### config.mk
export PLATFORM = sky130hd
export DESIGN_NAME = button_debounce_long_press_flat
export DESIGN_NICKNAME = d
export VERILOG_FILES = /design/src/hdl/bdlp_pkg.sv /design/src/hdl/bdlp_if.sv /design/src/hdl/bdlp_in_reg.sv /design/src/hdl/bdlp_core.sv /design/src/hdl/bdlp_out_reg.sv /design/src/hdl/button_debounce_long_press.sv /design/src/flat_wrapper.sv
export SDC_FILE = /design/constraint.sdc
export NUM_CORES = 1
export LEC_CHECK = 0
export BUFFER_PORTS_ARGS = -buffer_cell sky130_fd_sc_hd__clkbuf_2
export CORE_ASPECT_RATIO = 0.75
export CORE_MARGIN = 3
export CORE_UTILIZATION = 45
export DETAILED_ROUTE_END_ITERATION = 10
export SYNTH_ARGS = -nofsm -noshare
export SYNTH_HDL_FRONTEND = slang
export SYNTH_SLANG_ARGS = --single-unit
### constraint.sdc
create_clock -name clk -period 6.1 [get_ports clk]
set_clock_uncertainty 0.2 [all_clocks]
set_input_delay 0.61 -clock clk [delete_from_list [all_inputs] [get_ports clk]]
set_output_delay 0.61 -clock clk [all_outputs]
set_load 0.01 [all_outputs]
### src/hdl/bdlp_pkg.sv
`timescale 1ns / 1ps
// ----------------------------------------------------------------------------
// Button debounce package
// Shared types, phase codes, register indexes and reset values.
// ----------------------------------------------------------------------------
package bdlp_pkg;

    localparam int unsigned CFG_INDEX_W = 8;

    localparam logic [CFG_INDEX_W-1:0] CFG_SETTLE_MS = 8'd0;
    localparam logic [CFG_INDEX_W-1:0] CFG_HOLD_MS   = 8'd1;

    localparam logic [15:0] SETTLE_MS_RESET = 16'd40;
    localparam logic [15:0] HOLD_MS_RESET   = 16'd5000;

    localparam logic [1:0] PH_RELEASED = 2'd0;
    localparam logic [1:0] PH_FALLING  = 2'd1;
    localparam logic [1:0] PH_HELD     = 2'd2;
    localparam logic [1:0] PH_RISING   = 2'd3;

    typedef struct packed {
        logic        level_pressed;
        logic [31:0] now_ms;
        logic        ack_short;
        logic        ack_long;
    } item_t;

    typedef struct packed {
        logic       short_press;
        logic       long_press;
        logic [1:0] debounced_phase;
    } result_t;

endpackage

### src/hdl/bdlp_if.sv
`timescale 1ns / 1ps
// ----------------------------------------------------------------------------
// Button debounce channel interfaces
// Poll channel, result channel and register write channel.
// ----------------------------------------------------------------------------
interface bdlp_item_if;
    logic        valid;
    logic        ready;
    logic        level_pressed;
    logic [31:0] now_ms;
    logic        ack_short;
    logic        ack_long;

    modport source (output valid, output level_pressed, output now_ms,
                    output ack_short, output ack_long, input ready);
    modport sink   (input valid, input level_pressed, input now_ms,
                    input ack_short, input ack_long, output ready);
endinterface

interface bdlp_result_if;
    logic       valid;
    logic       ready;
    logic       short_press;
    logic       long_press;
    logic [1:0] debounced_phase;

    modport source (output valid, output short_press, output long_press,
                    output debounced_phase, input ready);
    modport sink   (input valid, input short_press, input long_press,
                    input debounced_phase, output ready);
endinterface

interface bdlp_cfg_if;
    logic        valid;
    logic        ready;
    logic [7:0]  index;
    logic [15:0] data;

    modport source (output valid, output index, output data, input ready);
    modport sink   (input valid, input index, input data, output ready);
endinterface

### src/hdl/bdlp_in_reg.sv
`timescale 1ns / 1ps
// ----------------------------------------------------------------------------
// Button debounce input register
// Captures one poll transaction and holds it until the update stage takes it.
// ----------------------------------------------------------------------------
module bdlp_in_reg
    import bdlp_pkg::*;
(
    input  logic           clk,
    input  logic           rst_n,
    bdlp_item_if.sink      item,
    input  logic           advance,
    output logic           valid,
    output item_t          data
);

    logic  valid_reg;
    logic  valid_next;
    item_t data_reg;
    logic  load;

    assign item.ready = !valid_reg || advance;
    assign load       = item.valid && item.ready;

    always_comb
    begin
        valid_next = valid_reg;
        if (load)
        begin
            valid_next = 1'b1;
        end
        else if (advance)
        begin
            valid_next = 1'b0;
        end
    end

    always_ff @(posedge clk or negedge rst_n)
    begin
        if (!rst_n)
        begin
            valid_reg <= 1'b0;
        end
        else
        begin
            valid_reg <= valid_next;
        end
    end

    always_ff @(posedge clk)
    begin
        if (load)
        begin
            data_reg <= '{level_pressed: item.level_pressed, now_ms: item.now_ms,
                          ack_short: item.ack_short, ack_long: item.ack_long};
        end
    end

    assign valid = valid_reg;
    assign data  = data_reg;

endmodule

### src/hdl/bdlp_core.sv
`timescale 1ns / 1ps
// ----------------------------------------------------------------------------
// Button debounce update logic
// Phase machine, debounce and hold timers, press flags and register file.
// ----------------------------------------------------------------------------
module bdlp_core
    import bdlp_pkg::*;
(
    input  logic           clk,
    input  logic           rst_n,
    bdlp_cfg_if.sink       cfg,
    input  logic           advance,
    input  item_t          data,
    output result_t        result
);

    logic [15:0] settle_ms_reg;
    logic [15:0] hold_ms_reg;

    logic [1:0]  phase_reg,      phase_next;
    logic        short_reg,      short_next;
    logic        long_reg,       long_next;
    logic [31:0] dbc_start_reg,  dbc_start_next;
    logic        dbc_run_reg,    dbc_run_next;
    logic [31:0] hold_start_reg, hold_start_next;
    logic        hold_run_reg,   hold_run_next;

    logic        short_upd;
    logic        long_upd;
    logic [31:0] dbc_diff;
    logic [31:0] hold_diff;
    logic        dbc_due;
    logic        hold_due;
    logic        dbc_elapsed;
    logic        hold_elapsed;

    assign cfg.ready = 1'b1;

    always_ff @(posedge clk or negedge rst_n)
    begin
        if (!rst_n)
        begin
            settle_ms_reg <= SETTLE_MS_RESET;
            hold_ms_reg   <= HOLD_MS_RESET;
        end
        else if (cfg.valid)
        begin
            if (cfg.index == CFG_SETTLE_MS)
            begin
                settle_ms_reg <= cfg.data;
            end
            if (cfg.index == CFG_HOLD_MS)
            begin
                hold_ms_reg <= cfg.data;
            end
        end
    end

    assign dbc_diff  = data.now_ms - dbc_start_reg;
    assign hold_diff = data.now_ms - hold_start_reg;
    assign dbc_due   = dbc_diff  >= {16'd0, settle_ms_reg};
    assign hold_due  = hold_diff >= {16'd0, hold_ms_reg};

    always_comb
    begin
        phase_next      = phase_reg;
        short_upd       = short_reg;
        long_upd        = long_reg;
        dbc_start_next  = dbc_start_reg;
        dbc_run_next    = dbc_run_reg;
        hold_start_next = hold_start_reg;
        hold_run_next   = hold_run_reg;
        dbc_elapsed     = 1'b0;
        hold_elapsed    = 1'b0;

        unique case (phase_reg)
            PH_RELEASED:
            begin
                if (data.level_pressed)
                begin
                    phase_next   = PH_FALLING;
                    dbc_run_next = 1'b0;
                end
            end
            PH_FALLING:
            begin
                if (!dbc_run_reg)
                begin
                    dbc_start_next = data.now_ms;
                    dbc_run_next   = 1'b1;
                end
                else if (dbc_due)
                begin
                    dbc_run_next = 1'b0;
                    dbc_elapsed  = 1'b1;
                end
                if (dbc_elapsed)
                begin
                    if (data.level_pressed)
                    begin
                        phase_next    = PH_HELD;
                        hold_run_next = 1'b0;
                        long_upd      = 1'b0;
                    end
                    else
                    begin
                        phase_next = PH_RELEASED;
                    end
                end
            end
            PH_HELD:
            begin
                if (!hold_run_reg)
                begin
                    hold_start_next = data.now_ms;
                    hold_run_next   = 1'b1;
                end
                else if (hold_due)
                begin
                    hold_run_next = 1'b0;
                    hold_elapsed  = 1'b1;
                end
                if (hold_elapsed)
                begin
                    long_upd = 1'b1;
                end
                if (!data.level_pressed)
                begin
                    phase_next   = PH_RISING;
                    dbc_run_next = 1'b0;
                end
            end
            PH_RISING:
            begin
                if (!dbc_run_reg)
                begin
                    dbc_start_next = data.now_ms;
                    dbc_run_next   = 1'b1;
                end
                else if (dbc_due)
                begin
                    dbc_run_next = 1'b0;
                    dbc_elapsed  = 1'b1;
                end
                if (dbc_elapsed)
                begin
                    if (!data.level_pressed)
                    begin
                        if (!long_reg)
                        begin
                            short_upd = 1'b1;
                        end
                        phase_next = PH_RELEASED;
                    end
                    else
                    begin
                        phase_next = PH_HELD;
                    end
                end
            end
            default:
            begin
                phase_next = PH_RELEASED;
            end
        endcase

        short_next = short_upd && !data.ack_short;
        long_next  = long_upd  && !data.ack_long;
    end

    assign result = '{short_press: short_upd, long_press: long_upd,
                      debounced_phase: phase_next};

    always_ff @(posedge clk or negedge rst_n)
    begin
        if (!rst_n)
        begin
            phase_reg      <= PH_RELEASED;
            short_reg      <= 1'b0;
            long_reg       <= 1'b0;
            dbc_start_reg  <= 32'd0;
            dbc_run_reg    <= 1'b0;
            hold_start_reg <= 32'd0;
            hold_run_reg   <= 1'b0;
        end
        else if (advance)
        begin
            phase_reg      <= phase_next;
            short_reg      <= short_next;
            long_reg       <= long_next;
            dbc_start_reg  <= dbc_start_next;
            dbc_run_reg    <= dbc_run_next;
            hold_start_reg <= hold_start_next;
            hold_run_reg   <= hold_run_next;
        end
    end

    a_released_exit: assert property (@(posedge clk) disable iff (!rst_n)
        advance && phase_reg == PH_RELEASED
        |=> phase_reg == PH_RELEASED || phase_reg == PH_FALLING)
        else $error("released phase left other than to falling");

    a_press_clears_long: assert property (@(posedge clk) disable iff (!rst_n)
        advance && phase_reg == PH_FALLING && phase_next == PH_HELD
        |=> !long_reg && !hold_run_reg)
        else $error("new press did not clear long flag and hold timer");

    a_short_source: assert property (@(posedge clk) disable iff (!rst_n)
        advance && !short_reg && short_upd
        |-> phase_reg == PH_RISING && phase_next == PH_RELEASED && !long_reg)
        else $error("short flag raised outside a clean release");

    a_hold_when_idle: assert property (@(posedge clk) disable iff (!rst_n)
        !advance
        |=> $stable(phase_reg) && $stable(short_reg) && $stable(long_reg))
        else $error("state changed without a transaction");

endmodule

### src/hdl/bdlp_out_reg.sv
`timescale 1ns / 1ps
// ----------------------------------------------------------------------------
// Button debounce result register
// Holds one result transaction until the downstream side takes it.
// ----------------------------------------------------------------------------
module bdlp_out_reg
    import bdlp_pkg::*;
(
    input  logic           clk,
    input  logic           rst_n,
    input  logic           load,
    input  result_t        data,
    output logic           space,
    bdlp_result_if.source  result
);

    logic    valid_reg;
    logic    valid_next;
    result_t data_reg;

    assign space = !valid_reg || result.ready;

    always_comb
    begin
        valid_next = valid_reg;
        if (load)
        begin
            valid_next = 1'b1;
        end
        else if (result.ready)
        begin
            valid_next = 1'b0;
        end
    end

    always_ff @(posedge clk or negedge rst_n)
    begin
        if (!rst_n)
        begin
            valid_reg <= 1'b0;
        end
        else
        begin
            valid_reg <= valid_next;
        end
    end

    always_ff @(posedge clk)
    begin
        if (load)
        begin
            data_reg <= data;
        end
    end

    assign result.valid           = valid_reg;
    assign result.short_press     = data_reg.short_press;
    assign result.long_press      = data_reg.long_press;
    assign result.debounced_phase = data_reg.debounced_phase;

endmodule

### src/hdl/button_debounce_long_press.sv
`timescale 1ns / 1ps
// ----------------------------------------------------------------------------
// Button debounce with short and long press detection
// Debounces polled button levels and reports short and long press flags.
// ----------------------------------------------------------------------------
// Channel   Dir   Payload                                          Handshake
// item      in    level_pressed, now_ms[31:0], ack_short, ack_long valid/ready
// result    out   short_press, long_press, debounced_phase[1:0]    valid/ready
// cfg       in    index[7:0] (0 settle_ms, 1 hold_ms), data[15:0]  valid/ready
//
// One poll per cycle sustained while results are taken; each poll passes the
// input register and then the result register. The phase machine and both
// timer compares are combinational between those two registers.
// Reset restores settle_ms 40, hold_ms 5000 and the released phase.
// A stalled result holds the update stage, and item.ready drops while the
// input register holds a poll. cfg.ready is always high.
// ----------------------------------------------------------------------------
module button_debounce_long_press
    import bdlp_pkg::*;
(
    input  logic           clk,
    input  logic           rst_n,
    bdlp_item_if.sink      item,
    bdlp_result_if.source  result,
    bdlp_cfg_if.sink       cfg
);

    logic    stage_valid;
    item_t   stage_data;
    result_t upd_result;
    logic    out_space;
    logic    advance;

    assign advance = stage_valid && out_space;

    bdlp_in_reg u_in_reg (
        .clk     (clk),
        .rst_n   (rst_n),
        .item    (item),
        .advance (advance),
        .valid   (stage_valid),
        .data    (stage_data)
    );

    bdlp_core u_core (
        .clk     (clk),
        .rst_n   (rst_n),
        .cfg     (cfg),
        .advance (advance),
        .data    (stage_data),
        .result  (upd_result)
    );

    bdlp_out_reg u_out_reg (
        .clk     (clk),
        .rst_n   (rst_n),
        .load    (advance),
        .data    (upd_result),
        .space   (out_space),
        .result  (result)
    );

endmodule
### src/flat_wrapper.sv
// flat-port wrapper written by rule: the top's interface ports become plain ports
module button_debounce_long_press_flat import bdlp_pkg::*;
  (clk, rst_n, item_valid, item_level_pressed, item_now_ms, item_ack_short, item_ack_long, item_ready, result_valid, result_short_press, result_long_press, result_debounced_phase, result_ready, cfg_valid, cfg_index, cfg_data, cfg_ready);
  bdlp_item_if item_i ();
  bdlp_result_if result_i ();
  bdlp_cfg_if cfg_i ();
  input  logic clk;
  input  logic rst_n;
  input wire logic [$bits(item_i.valid)-1:0] item_valid;
  input wire logic [$bits(item_i.level_pressed)-1:0] item_level_pressed;
  input wire logic [$bits(item_i.now_ms)-1:0] item_now_ms;
  input wire logic [$bits(item_i.ack_short)-1:0] item_ack_short;
  input wire logic [$bits(item_i.ack_long)-1:0] item_ack_long;
  output wire logic [$bits(item_i.ready)-1:0] item_ready;
  output wire logic [$bits(result_i.valid)-1:0] result_valid;
  output wire logic [$bits(result_i.short_press)-1:0] result_short_press;
  output wire logic [$bits(result_i.long_press)-1:0] result_long_press;
  output wire logic [$bits(result_i.debounced_phase)-1:0] result_debounced_phase;
  input wire logic [$bits(result_i.ready)-1:0] result_ready;
  input wire logic [$bits(cfg_i.valid)-1:0] cfg_valid;
  input wire logic [$bits(cfg_i.index)-1:0] cfg_index;
  input wire logic [$bits(cfg_i.data)-1:0] cfg_data;
  output wire logic [$bits(cfg_i.ready)-1:0] cfg_ready;
  assign item_i.valid = item_valid;
  assign item_i.level_pressed = item_level_pressed;
  assign item_i.now_ms = item_now_ms;
  assign item_i.ack_short = item_ack_short;
  assign item_i.ack_long = item_ack_long;
  assign item_ready = item_i.ready;
  assign result_valid = result_i.valid;
  assign result_short_press = result_i.short_press;
  assign result_long_press = result_i.long_press;
  assign result_debounced_phase = result_i.debounced_phase;
  assign result_i.ready = result_ready;
  assign cfg_i.valid = cfg_valid;
  assign cfg_i.index = cfg_index;
  assign cfg_i.data = cfg_data;
  assign cfg_ready = cfg_i.ready;
  button_debounce_long_press u_core (.clk(clk), .rst_n(rst_n), .item(item_i), .result(result_i), .cfg(cfg_i));
endmodule
# Yosys cells after proc, flatten, opt, wreduce, memory -nomap -nowiden
# Cells that the tools add are included.
dict set report word_totals {
  n_memories 0
  mem_bits_ro 0
  in_bits 64
  latchBits 0
  out_inout_bits 7
  reg_bits 143
  ram_bits 0
}
dict set report op_classes {
  multipliers 0
  div 0
  order_cmp 2
  add_sub_neg 2
  n_shift 0
  n_eq_ne 8
  n_reduce_logical 22
  bitwise_logic 2
  muxes 34
}
# op n
set ops {}
lappend ops {{$ge 32x16->1} 2}
lappend ops {{$sub 32x32->32} 2}
lappend ops {{$mux 1} 25}
lappend ops {{$mux 2} 5}
lappend ops {{$reduce_and 3->1} 3}
lappend ops {{$eq 8x1->1 const B} 1}
lappend ops {{$logic_not 8->1} 1}
lappend ops {{$pmux 2 s4} 1}
lappend ops {{$reduce_bool 2->1} 3}
lappend ops {{$eq 2x2->1 const B} 2}
lappend ops {{$logic_and 1x1->1} 4}
lappend ops {{$logic_not 1->1} 4}
lappend ops {{$ne 2x1->1 const B} 2}
lappend ops {{$ne 2x2->1 const B} 2}
lappend ops {{$pmux 1 s2} 2}
lappend ops {{$reduce_and 2->1} 2}
lappend ops {{$reduce_and 4->1} 1}
lappend ops {{$pmux 1 s3} 1}
lappend ops {{$eq 2x1->1 const B} 1}
lappend ops {{$logic_not 2->1} 1}
lappend ops {{$logic_or 1x1->1} 2}
lappend ops {{$not 1->1} 2}
lappend ops {{$reduce_or 2->1} 1}

# Logic depth before layout (Yosys ltp)
# Gate-level depths: netlist (run 1).
dict set report logic_depth {
  ltp_word 8
  mapped_depth 22
  ltp_nobuf 22
}

# Hierarchy
# From an unflattened synthesis (run 1), not the netlist that was laid out.
dict set report unflattened {
  hier_cells 1139
  area_unflattened_um2 10259.8
}
# mod cells_per_inst seq_area_each_um2 area_each_um2 instances
set modules_own_cells {}
lappend modules_own_cells {bdlp_core 1092 2561.2 8981.1 1}
lappend modules_own_cells {bdlp_in_reg 39 1076.0 1104.8 1}
lappend modules_own_cells {bdlp_out_reg 7 145.1 167.7 1}
lappend modules_own_cells {button_debounce_long_press 1 0.0 6.3 1}

# Least setup slack after synthesis (run 1)
# Ideal clock, no wire load.
dict set report synth_timing {
  path_kind {reg2reg}
  startpoint {register u_core.u_in_reg.data_reg, in the netlist u_core.u_in_reg.data[8]}
  endpoint {register u_core.u_out_reg.data_reg, in the netlist u_core.u_out_reg.result.debounced_phase[1], data pin}
  period_less_slack_ns 4.921
  arrival_ns 4.465
  stages_incl_launch_ff 20
  slack_ns 1.179
  setup_ns 0.256
  path_buffers 0
  path_cell_list {edfxtp_1 ha_1 a211oi_1 nor2_1 o31a_1 a311oi_2 o21ai_0 xor2_1 ha_1 nand4_1 or3b_2 o32ai_1 or4_1 nor3_2 o311ai_1 a2111oi_4 nand4_2 o41ai_4 nand2_1 and4_1}
}
dict set report synth_between {
  elab_chain_cells 7
  elab_cells_between_ends 9
  classes_between {1 x add/sub; 1 x order compare; 7 x mux}
}
# element line_no
set synth_lines {}
lappend synth_lines {{start: declaration} bdlp_in_reg.sv:19} ;# item_t data_reg;
lappend synth_lines {{start signal: assignment} bdlp_in_reg.sv:54} ;# data_reg <= '{level_pressed: item.level_pressed, now_ms: item.now_ms,
lappend synth_lines {{$sub 32x32->32 *} bdlp_core.sv:59} ;# assign dbc_diff = data.now_ms - dbc_start_reg;
lappend synth_lines {{$ge 32x16->1 *} bdlp_core.sv:61} ;# assign dbc_due = dbc_diff >= {16'd0, settle_ms_reg};
lappend synth_lines {{$mux 1 *} {bdlp_core.sv:92, bdlp_core.sv:140}}
lappend synth_lines {{$mux 1 *} bdlp_core.sv:87} ;# if (!dbc_run_reg)
lappend synth_lines {{$mux 1} bdlp_core.sv:76} ;# unique case (phase_reg)
lappend synth_lines {{$mux 2, on equally long branches} {bdlp_core.sv:145, bdlp_core.sv:97}}
lappend synth_lines {{$pmux 2 s4 *} bdlp_core.sv:76}
lappend synth_lines {{via u_core.u_core.phase_next[1]} bdlp_core.sv:20} ;# logic [1:0] phase_reg, phase_next;
lappend synth_lines {{end signal: assignment} bdlp_out_reg.sv:52} ;# data_reg <= data;
lappend synth_lines {{end: declaration} bdlp_out_reg.sv:19} ;# result_t data_reg;
# The timed path passes the listed nets; every way through them passes the cells marked *. The select of a mux whose other input is x is not followed.
# A chain may end at the register's enable or synchronous reset.

# Worst setup path after layout (run 1)
dict set report layout_timing {
  startpoint {register u_core.u_in_reg.data_reg, in the netlist u_core.u_in_reg.data[2]}
  endpoint {register u_core.u_out_reg.data_reg, in the netlist u_core.u_out_reg.result.debounced_phase[1], data pin}
}
# The elaborated chain is that of the path after synthesis.

==> flow_summary.toml, run 1 <==
[floorplanning]
num_rows = 46
fp.dieH_um = 136
coreArea_um2 = 21600
fp.dieArea_um2 = 24300
die_w_um = 179
num_io_pins = 71
start_util = 0.467

[grt]
grt_use_total = 0.228
grt_pass1_vias = 7842
grt_pass1_wl_mm = 42.9
grt_antenna_before_repair = 0
grt_max_degree = 61
grt.overflow.total = 0

[power_and_ir_drop]
ir_drop_uv = 252
p_leak_nw = 4.95
report.power.total_mw = 5.89
power_density_nw_per_um2 = 523

[synthesis]
synth_top_area_frac = 0.241
ys_types = 82
synthesis.nets = 1264
syn_inst = 1100
synth-async-reset-ratio = 0.727
yosys-top-cells-area = "dfrtp_1 (24%), ha_1 (12%), edfxtp_1 (12%)"
synth.cell_area_um2 = 10100
postSynthRegisterBits = 143
syn_area_per_cell_um2 = 9.17
yosysMostFrequentCell = "nand2_1"
ys.flop_type = "dfrtp_1"
yosysTopAreaCell = "dfrtp_1"
synth-edff-count = 39
ys_seq_area_frac = 0.375
ys.warnings.count = 0
synthTopCellsByCount = "nand2_1 (111), inv_1 (110), o21ai_0 (99)"

[routing]
drc = 0
wl_per_cell_um = 18.1
antenna_left = 0
avgViaCountPerCell = 5.70
first_iter_violations = 844
dr.pass1.iters = 7
wl_mm = 26.4
vias = 8309

[clocking]
cts_inserted_buffers = 17
cts_resized = 0
post-cts-setup-buffer-count = 0
clk-insertion-delay-late_ps = 440
cts_sinks = 143
cts_tree = "built"
root_buffer = "clkbuf_16"
path_clk_slew_ps = 70
holdBufCountCts = 0
cts_buffer_depth = 2
cts-htree-levels = 4

[final_layout]
nets = 1320
largest_register_ff_count = 35
drive_gt1_frac = 0.155
syn_to_final_growth_pct = 11.6
insertedDiodeCount = 0

[placed_design]
gp_congestion = 0.910
port-buffer-count = 69
dp_hpwl_mm = 20.2
dp_slack_ps = 499

[timing]
final.setup.tns_ps = 0
fin_crit_sh = 0.935
final_max_slew_viol_count = 0
final_hold_viol_count = 0
relSlewSlack = 0.332
max_freq_ghz = 0.175
setup_violations = 0
worstMarginPinSlew_ps = 1000
setup_ws_ps = 396
rsz0062_at_grt = "false"
layout_min_cycle_time_ps = 5700

[worst_setup_path]
crit_chain = "inv_1 > ha_1 > fa_1 > nand2b_1 > a21oi_1 > o21ai_1 > a21oi_1 > nor2_1 > xnor2_1 > ha_1 > nand4_1 > or3b_2 > o32ai_1 > or4_1 > nor3_2 > o311ai_1 > a2111oi_4 > nand4_2 > o41ai_4 > nand2_1 > and4_1"
cp.arrival_ps = 5690
worst_setup_path_end_kind = "register"
critPathMaxFanout = 6
critPathSlowestCell = "or4_1"
crit_family = "compound AO/OA/AOI/OAI gates"
crit_buf_inv = 1
path_class = "register to register"
start_kind = "register"
cpPeakStageDelay_ps = 530
crit_required_ps = 6090

[status]
outcome = "completed"

[job]
cap_violations = 0

[hold_path]
hold_path_class = "input pin to async pin"
[metal layers]
metal | global-route usage | up-vias | part of all wire | wire length, um
met4 | 0.0519 | 0 | 0.0098 | 258
met3 | 0.0454 | 22 | 0.058 | 1520
met2 | 0.316 | 228 | 0.40 | 10500
met5 | 0 | - | 0 | 0
met1 | 0.361 | 3987 | 0.53 | 14100
li1 | - | 4072 | - | -
[power breakdown]
part           leakage, nW  internal [mW]  switching [mW]
combinational         3.03           1.38            2.09
sequential            1.64           1.25           0.125
clock                0.285          0.621           0.422
[stage by stage]
| stage | area (um2) | util | hold slack [ps] | cells |
|---|---|---|---|---|
| 2_1_floorplan | 10100 | - | 114 | 1100 |
| 3_3_place_gp | 10700 | 0.495 | 267 | 1425 |
| 3_5_place_dp | 10700 | 0.495 | 283 | 1425 |
| 4_1_cts | 11300 | 0.522 | 93.0 | 1457 |
| 5_1_grt | 11300 | 0.522 | 123 | 1457 |
| 6_report | 11300 | 0.522 | 66.6 | 1457 |
[cell families after synthesis]
logic type / Yosys count / synth area share
adders and majority gates: 100 / 0.126
and+or+nand+nor: 295 / 0.141
muxes: 56 / 0.0618
other: 1 / 0.000372
DFF: 143 / 0.375
AOI/OAI and AO/OA: 319 / 0.205
buffers and inverters: 146 / 0.0567
xor gates and xnor gates: 40 / 0.0347
[cells in the final DEF, fill, tap and decap left out, drive strengths merged, types with 15 or more instances in the layout]
cell    Yosys  layout
nor2       63      63
inv       110     112
nand4      18      18
xnor2      25      25
nand3      18      18
edfxtp     39      39
o21a       15      15
a21o       16      16
mux2       50      50
a211oi     16      16
a21oi      77      77
clkbuf     28      92
xor2       15      15
dfrtp      97      97
o21ai     105     105
nand2b     19      19
ha         98      98
nand2     113     113
[path summary, 6_finish.rpt]
kind	startpoint	to	slack, ps	cells past startpoint
min	rst_n	u_core.u_core.hold_ms_reg[11]$_DFFE_PN0P_	70	1
min reg2reg	u_core.u_core.hold_start_reg[0]$_DFFE_PN0P_	u_core.u_core.hold_start_reg[0]$_DFFE_PN0P_	290	2
max in group asynchronous	rst_n	u_core.u_core.dbc_start_reg[28]$_DFFE_PN0P_	4520	2
max	u_core.u_in_reg.data[2]$_DFFE_PP_	u_core.u_out_reg.result.debounced_phase[1]$_DFFE_PP_	400	21
min in group clk	item_now_ms[8]	u_core.u_in_reg.data[10]$_DFFE_PP_	150	1
max reg2reg	u_core.u_in_reg.data[2]$_DFFE_PP_	u_core.u_out_reg.result.debounced_phase[1]$_DFFE_PP_	400	21
[cell type report]
cell class | count | area, um2
clock inverter | 8 | 77.6
sequential | 143 | 3780
inverter | 110 | 413
tap | 288 | 360
multi-input combinational | 811 | 5740
timing repair buffer | 73 | 378
clock buffer | 24 | 504
fill | 2029 | 10300
Power figures use the tool's default switching activity.
==> inputs of run 2 (changes only) <==
Settings changed: CTS_BUF_LIST set to sky130_fd_sc_hd__clkbuf_4 sky130_fd_sc_hd__clkbuf_8 sky130_fd_sc_hd__clkbuf_16.
==> run 2 against run 1 <==
Fmax increased by 0.48%. Largest power group unchanged. Critical endpoint unchanged. Die area stayed put. Via count shrank 0.48%. Design area rose by 0.13%. Cell count unchanged. Total power hardly changed. Sequential share of layout area hardly changed.
==> flow_summary.toml, run 2 (synthesis results as in run 1) <==
[clocking]
cts_tree = "built"
holdBufCountCts = 0
post-cts-setup-buffer-count = 0
path_clk_slew_ps = 70
root_buffer = "clkbuf_16"
cts_buffer_depth = 2
cts_resized = 0
clk-insertion-delay-late_ps = 440
cts_sinks = 143
cts_inserted_buffers = 17
cts-htree-levels = 4

[worst_setup_path]
path_class = "register to register"
critPathMaxFanout = 6
reg2reg_slack_ps = 420
start_kind = "register"
crit_required_ps = 6090
cp.arrival_ps = 5670
rr_worst_depth = 21
worst_setup_path_end_kind = "register"

[final_layout]
fin_util = 0.522
design_area_um2 = 11300
seqCellArea_um2 = 3780
largest_register_ff_count = 35
final_cell_mix = "nand2_1 (111), inv_1 (110), o21ai_0 (99)"
final_cells = 1457
final_common_cell = "nand2_1"
multiInputGateArea_um2 = 5740
syn_to_final_growth_pct = 11.8
drive_gt1_frac = 0.158
insertedDiodeCount = 0
n_fill_cell = 2025
nets = 1320

[timing]
fin_crit_sh = 0.931
setup_ws_ps = 423
relSlewSlack = 0.332
final.setup.tns_ps = 0
worstMarginPinSlew_ps = 1000
final_max_slew_viol_count = 0
whs_ps = 67.1
layout_min_cycle_time_ps = 5680
rsz0062_at_grt = "false"
max_freq_ghz = 0.176
final_hold_viol_count = 0
setup_violations = 0

[routing]
first_iter_violations = 700
wl_mm = 26.2
wl_per_cell_um = 18.0
antenna_left = 0
avgViaCountPerCell = 5.68
vias = 8269
dr.pass1.iters = 5
drc = 0

[power_and_ir_drop]
power_density_nw_per_um2 = 522
report.power.total_mw = 5.89
ir_drop_uv = 249
p_leak_nw = 4.96

[placed_design]
dp_hpwl_mm = 20.2
numPlacedInstances = 1425
gp_congestion = 0.910
place_area_um2 = 10700
port-buffer-count = 69
dp_slack_ps = 499

[grt]
grt_max_degree = 61
grt.overflow.total = 0
grt_pass1_wl_mm = 42.7
grt_pass1_vias = 7839
grt_antenna_before_repair = 0
grt_use_total = 0.227

[floorplanning]
coreArea_um2 = 21600
fp.dieH_um = 136
num_rows = 46
num_io_pins = 71
die_w_um = 179
start_util = 0.467
fp.dieArea_um2 = 24300

[hold_path]
hold_path_class = "input pin to async pin"

[status]
outcome = "completed"

[job]
cap_violations = 0
[run 2: cell counts in the layout (fill, tap and decap cells not counted)]
No cell type changed its count.
[run 2: area by class of cell]
class / count / area share
multi-input cells: 811 / 0.509
inverters: 110 / 0.0366
clock inverters: 8 / 0.00688
clock buffers: 24 / 0.0461
repair buffers: 73 / 0.0335
flip-flops and latches: 143 / 0.335
well taps: 288 / 0.0320
[run 2: report_power, final]
part           switching (mW)  internal, mW  total, mW  leakage [nW]
Combinational            2.08          1.38       3.46          3.03
Sequential              0.123          1.25       1.37          1.64
Clock                   0.419         0.638       1.06         0.299
Total                    2.62          3.27       5.89          4.96
[run 2: layer usage]
metal,vias up,routed length [um],global-route usage
met4,0,265,0.0558
met3,19,1720,0.0420
met2,223,10400,0.314
li1,4076,-,-
met1,3951,13800,0.361
met5,-,0,0
[run 2: final timing paths]
kind                                                             startpoint                                                   end
worst min register to register  u_core.u_core.hold_start_reg[0]$_DFFE_PN0P_           u_core.u_core.hold_start_reg[0]$_DFFE_PN0P_
worst min-delay path                                                  rst_n           u_core.u_core.settle_ms_reg[11]$_DFFE_PN0P_
worst max register to register            u_core.u_in_reg.data[2]$_DFFE_PP_  u_core.u_out_reg.result.debounced_phase[1]$_DFFE_PP_
max in group asynchronous                                             rst_n           u_core.u_core.dbc_start_reg[28]$_DFFE_PN0P_
worst max-delay path                      u_core.u_in_reg.data[2]$_DFFE_PP_  u_core.u_out_reg.result.debounced_phase[1]$_DFFE_PP_
min in group clk                                            item_now_ms[21]                    u_core.u_in_reg.data[23]$_DFFE_PP_
[run 2: worst max-delay path, cell delays in order, from the launching register on]
cell       delay (ps)
edfxtp_1          340
inv_1              70
ha_1              210
fa_1              420
nand2b_1          200
a21oi_1           320
o21ai_1           160
a21oi_1           410
nor2_1            120
xnor2_1           160
ha_1              270
nand4_1           120
or3b_2            140
o32ai_1           110
or4_1             530
nor3_2            120
o311ai_1          160
a2111oi_4         360
nand4_2           200
o41ai_4           520
nand2_1            90
and4_1            200
==> inputs of run 3 (changes only) <==
Settings changed: CELL_PAD_IN_SITES_DETAIL_PLACEMENT set to 0, CELL_PAD_IN_SITES_GLOBAL_PLACEMENT set to 1, PLACE_DENSITY_LB_ADDON set to 0.1, REMOVE_ABC_BUFFERS set to 1, SLEW_MARGIN set to 5.
==> run 3 against run 2 <==
Sequential power is essentially flat. Critical path depth shrank 2. Utilization is essentially flat. Fmax grew 0.94%. Wire length grew 2.4%. Count of clock-buffer cells in the layout shrank 4. Non-clock buffer count grew 1. Flip-flop and latch count is the same. Critical path type unchanged. Sequential share of layout area is essentially flat.
==> flow_summary.toml, run 3 (synthesis results as in run 1) <==
[worst_setup_path]
crit_family = "compound AO/OA/AOI/OAI gates"
critPathSlowestCell = "a2111oi_0"
crit_top_cell = "a21oi_1"
endpoint = "u_core.u_out_reg.result.long_press$_DFFE_PP_"
regToRegStartpoint = "u_core.u_in_reg.data[5]$_DFFE_PP_"
crit_buf_inv = 0
crit_required_ps = 6070
rr_worst_depth = 19
path_class = "register to register"
regToRegEndpoint = "u_core.u_out_reg.result.long_press$_DFFE_PP_"
crit_chain = "ha_1 > o21ai_0 > a21oi_1 > o2111ai_1 > nand2_1 > a21oi_1 > o21ai_0 > xor2_1 > ha_1 > a211oi_1 > nand2_1 > a2111oi_0 > a21oi_1 > a2111oi_0 > nand4_1 > nor4_1 > a41oi_1 > a31oi_1 > a21oi_1"
cpPeakStageDelay_ps = 440
worst_setup_path_end_kind = "register"
reg2reg_slack_ps = 480
startpoint = "u_core.u_in_reg.data[5]$_DFFE_PP_"
start_kind = "register"
critPathMaxFanout = 4
cp.arrival_ps = 5590
crit_cells = 19

[final_layout]
final_common_cell = "nand2_1"
n_fill_cell = 2033
syn_to_final_growth_pct = 11.9
final_cell_mix = "nand2_1 (111), inv_1 (110), o21ai_0 (99)"
insertedDiodeCount = 0
largest_register_ff_count = 35
drive_gt1_frac = 0.161
design_area_um2 = 11300
final_cells = 1458
nets = 1321

[job]
cap_violations = 0

[timing]
fin_crit_sh = 0.922
max_freq_ghz = 0.178
final.setup.tns_ps = 0
worstMarginPinSlew_ps = 1060
relSlewSlack = 0.290
rsz0062_at_grt = "false"
final_hold_viol_count = 0
final_max_slew_viol_count = 0
setup_violations = 0
layout_min_cycle_time_ps = 5620

[clocking]
root_buffer = "clkbuf_16"
cts_tree = "built"
cts_inserted_buffers = 17
cts_buffer_depth = 2
path_clk_slew_ps = 70
cts_sinks = 143
post-cts-setup-buffer-count = 0
clk-insertion-delay-late_ps = 430
cts-htree-levels = 4

[placed_design]
dp_hpwl_mm = 20.8
place_area_um2 = 10700
numPlacedInstances = 1426
port-buffer-count = 69
gp_congestion = 0.905

[routing]
dr.pass1.iters = 5
avgViaCountPerCell = 5.69
drc = 0
vias = 8298
wl_mm = 26.8
wl_per_cell_um = 18.4
antenna_left = 0
first_iter_violations = 608

[grt]
grt_antenna_before_repair = 0
grt.overflow.total = 0
grt_use_total = 0.233
grt_max_degree = 59
grt_pass1_wl_mm = 43.3
grt_pass1_vias = 7886

[floorplanning]
die_w_um = 179
num_io_pins = 71
start_util = 0.467
num_rows = 46
fp.dieArea_um2 = 24300
fp.dieH_um = 136
coreArea_um2 = 21600

[power_and_ir_drop]
p_leak_nw = 4.94
ir_drop_uv = 241
power_density_nw_per_um2 = 519

[status]
outcome = "completed"

[hold_path]
hold_path_class = "input pin to async pin"
[run 3: cell types whose count changed in the layout (fill, tap and decap cells not counted), sizes merged]
cell      delta
clkinvlp     +5
clkbuf       -4
clkinv       -2
bufinv       +1
buf          +1
[run 3: worst reg2reg max path: cells and delay by family (launching register included)]
family / cells / cell delay (ps)
flip-flops: 1 / 430
XOR/XNOR: 1 / 180
AND/OR/NAND/NOR: 4 / 780
AO/OA/AOI/OAI: 12 / 3040
adder cells (fa/ha/maj): 2 / 710
[run 3: where the power goes]
part,internal (mW),leakage (nW),total [mW],switching (mW)
Clock,0.623,0.272,1.05,0.430
Sequential,1.25,1.64,1.38,0.131
Combinational,1.38,3.03,3.42,2.04
[run 3: how the worst min path moves through the flow]
stage | endpoint | depth (start not counted) | slack, ps
after floorplan | u_core.u_core.dbc_run_reg$_DFFE_PN0P_ | 0 | 110
after global placement | u_core.u_out_reg.result.valid$_DFFE_PN0P_ | 1 | 270
after detailed placement | u_core.u_out_reg.result.valid$_DFFE_PN0P_ | 1 | 280
after CTS | u_core.u_core.dbc_start_reg[5]$_DFFE_PN0P_ | 1 | 10
after global routing | u_core.u_core.hold_ms_reg[5]$_DFFE_PN0P_ | 1 | 40
final | u_core.u_core.hold_ms_reg[5]$_DFFE_PN0P_ | 1 | 7
[run 3: area by class of cell]
cell class	count	area, um2	share of cell area
Timing Repair Buffer	74	385	0.0342
Sequential cell	143	3780	0.335
Multi-Input combinational cell	811	5750	0.510
Clock inverter	12	136	0.0121
Clock buffer	20	454	0.0402
Tap cell	288	360	0.0319
Inverter	110	413	0.0366
[run 3: repair_timing]
| item | 4_1_cts | 5_1_grt |
|---|---|---|
| resized for setup | 0 | 1 |
| endpoints found under the setup margin | 0 | 1 |
| hold buffers | 0 | 0 |
[run 3: per-layer routing]
metal / wire, um / up-vias / global-route usage
met3: 1580 / 22 / 0.0557
met4: 250 / 0 / 0.0480
met5: 0 / - / 0
met2: 10500 / 219 / 0.315
li1: - / 4082 / -
met1: 14500 / 3975 / 0.371
[run 3: stage by stage]
step	hold slack [ps]	setup WS (ps)	utilization	total power [mW]
after global routing	43.2	3.93	0.523	6.39
after CTS	14.5	591	0.523	5.84
after global placement	269	714	0.495	4.76
after detailed placement	282	665	0.495	4.75
final	7.02	476	0.523	5.85
after floorplan	114	1180	-	3.93
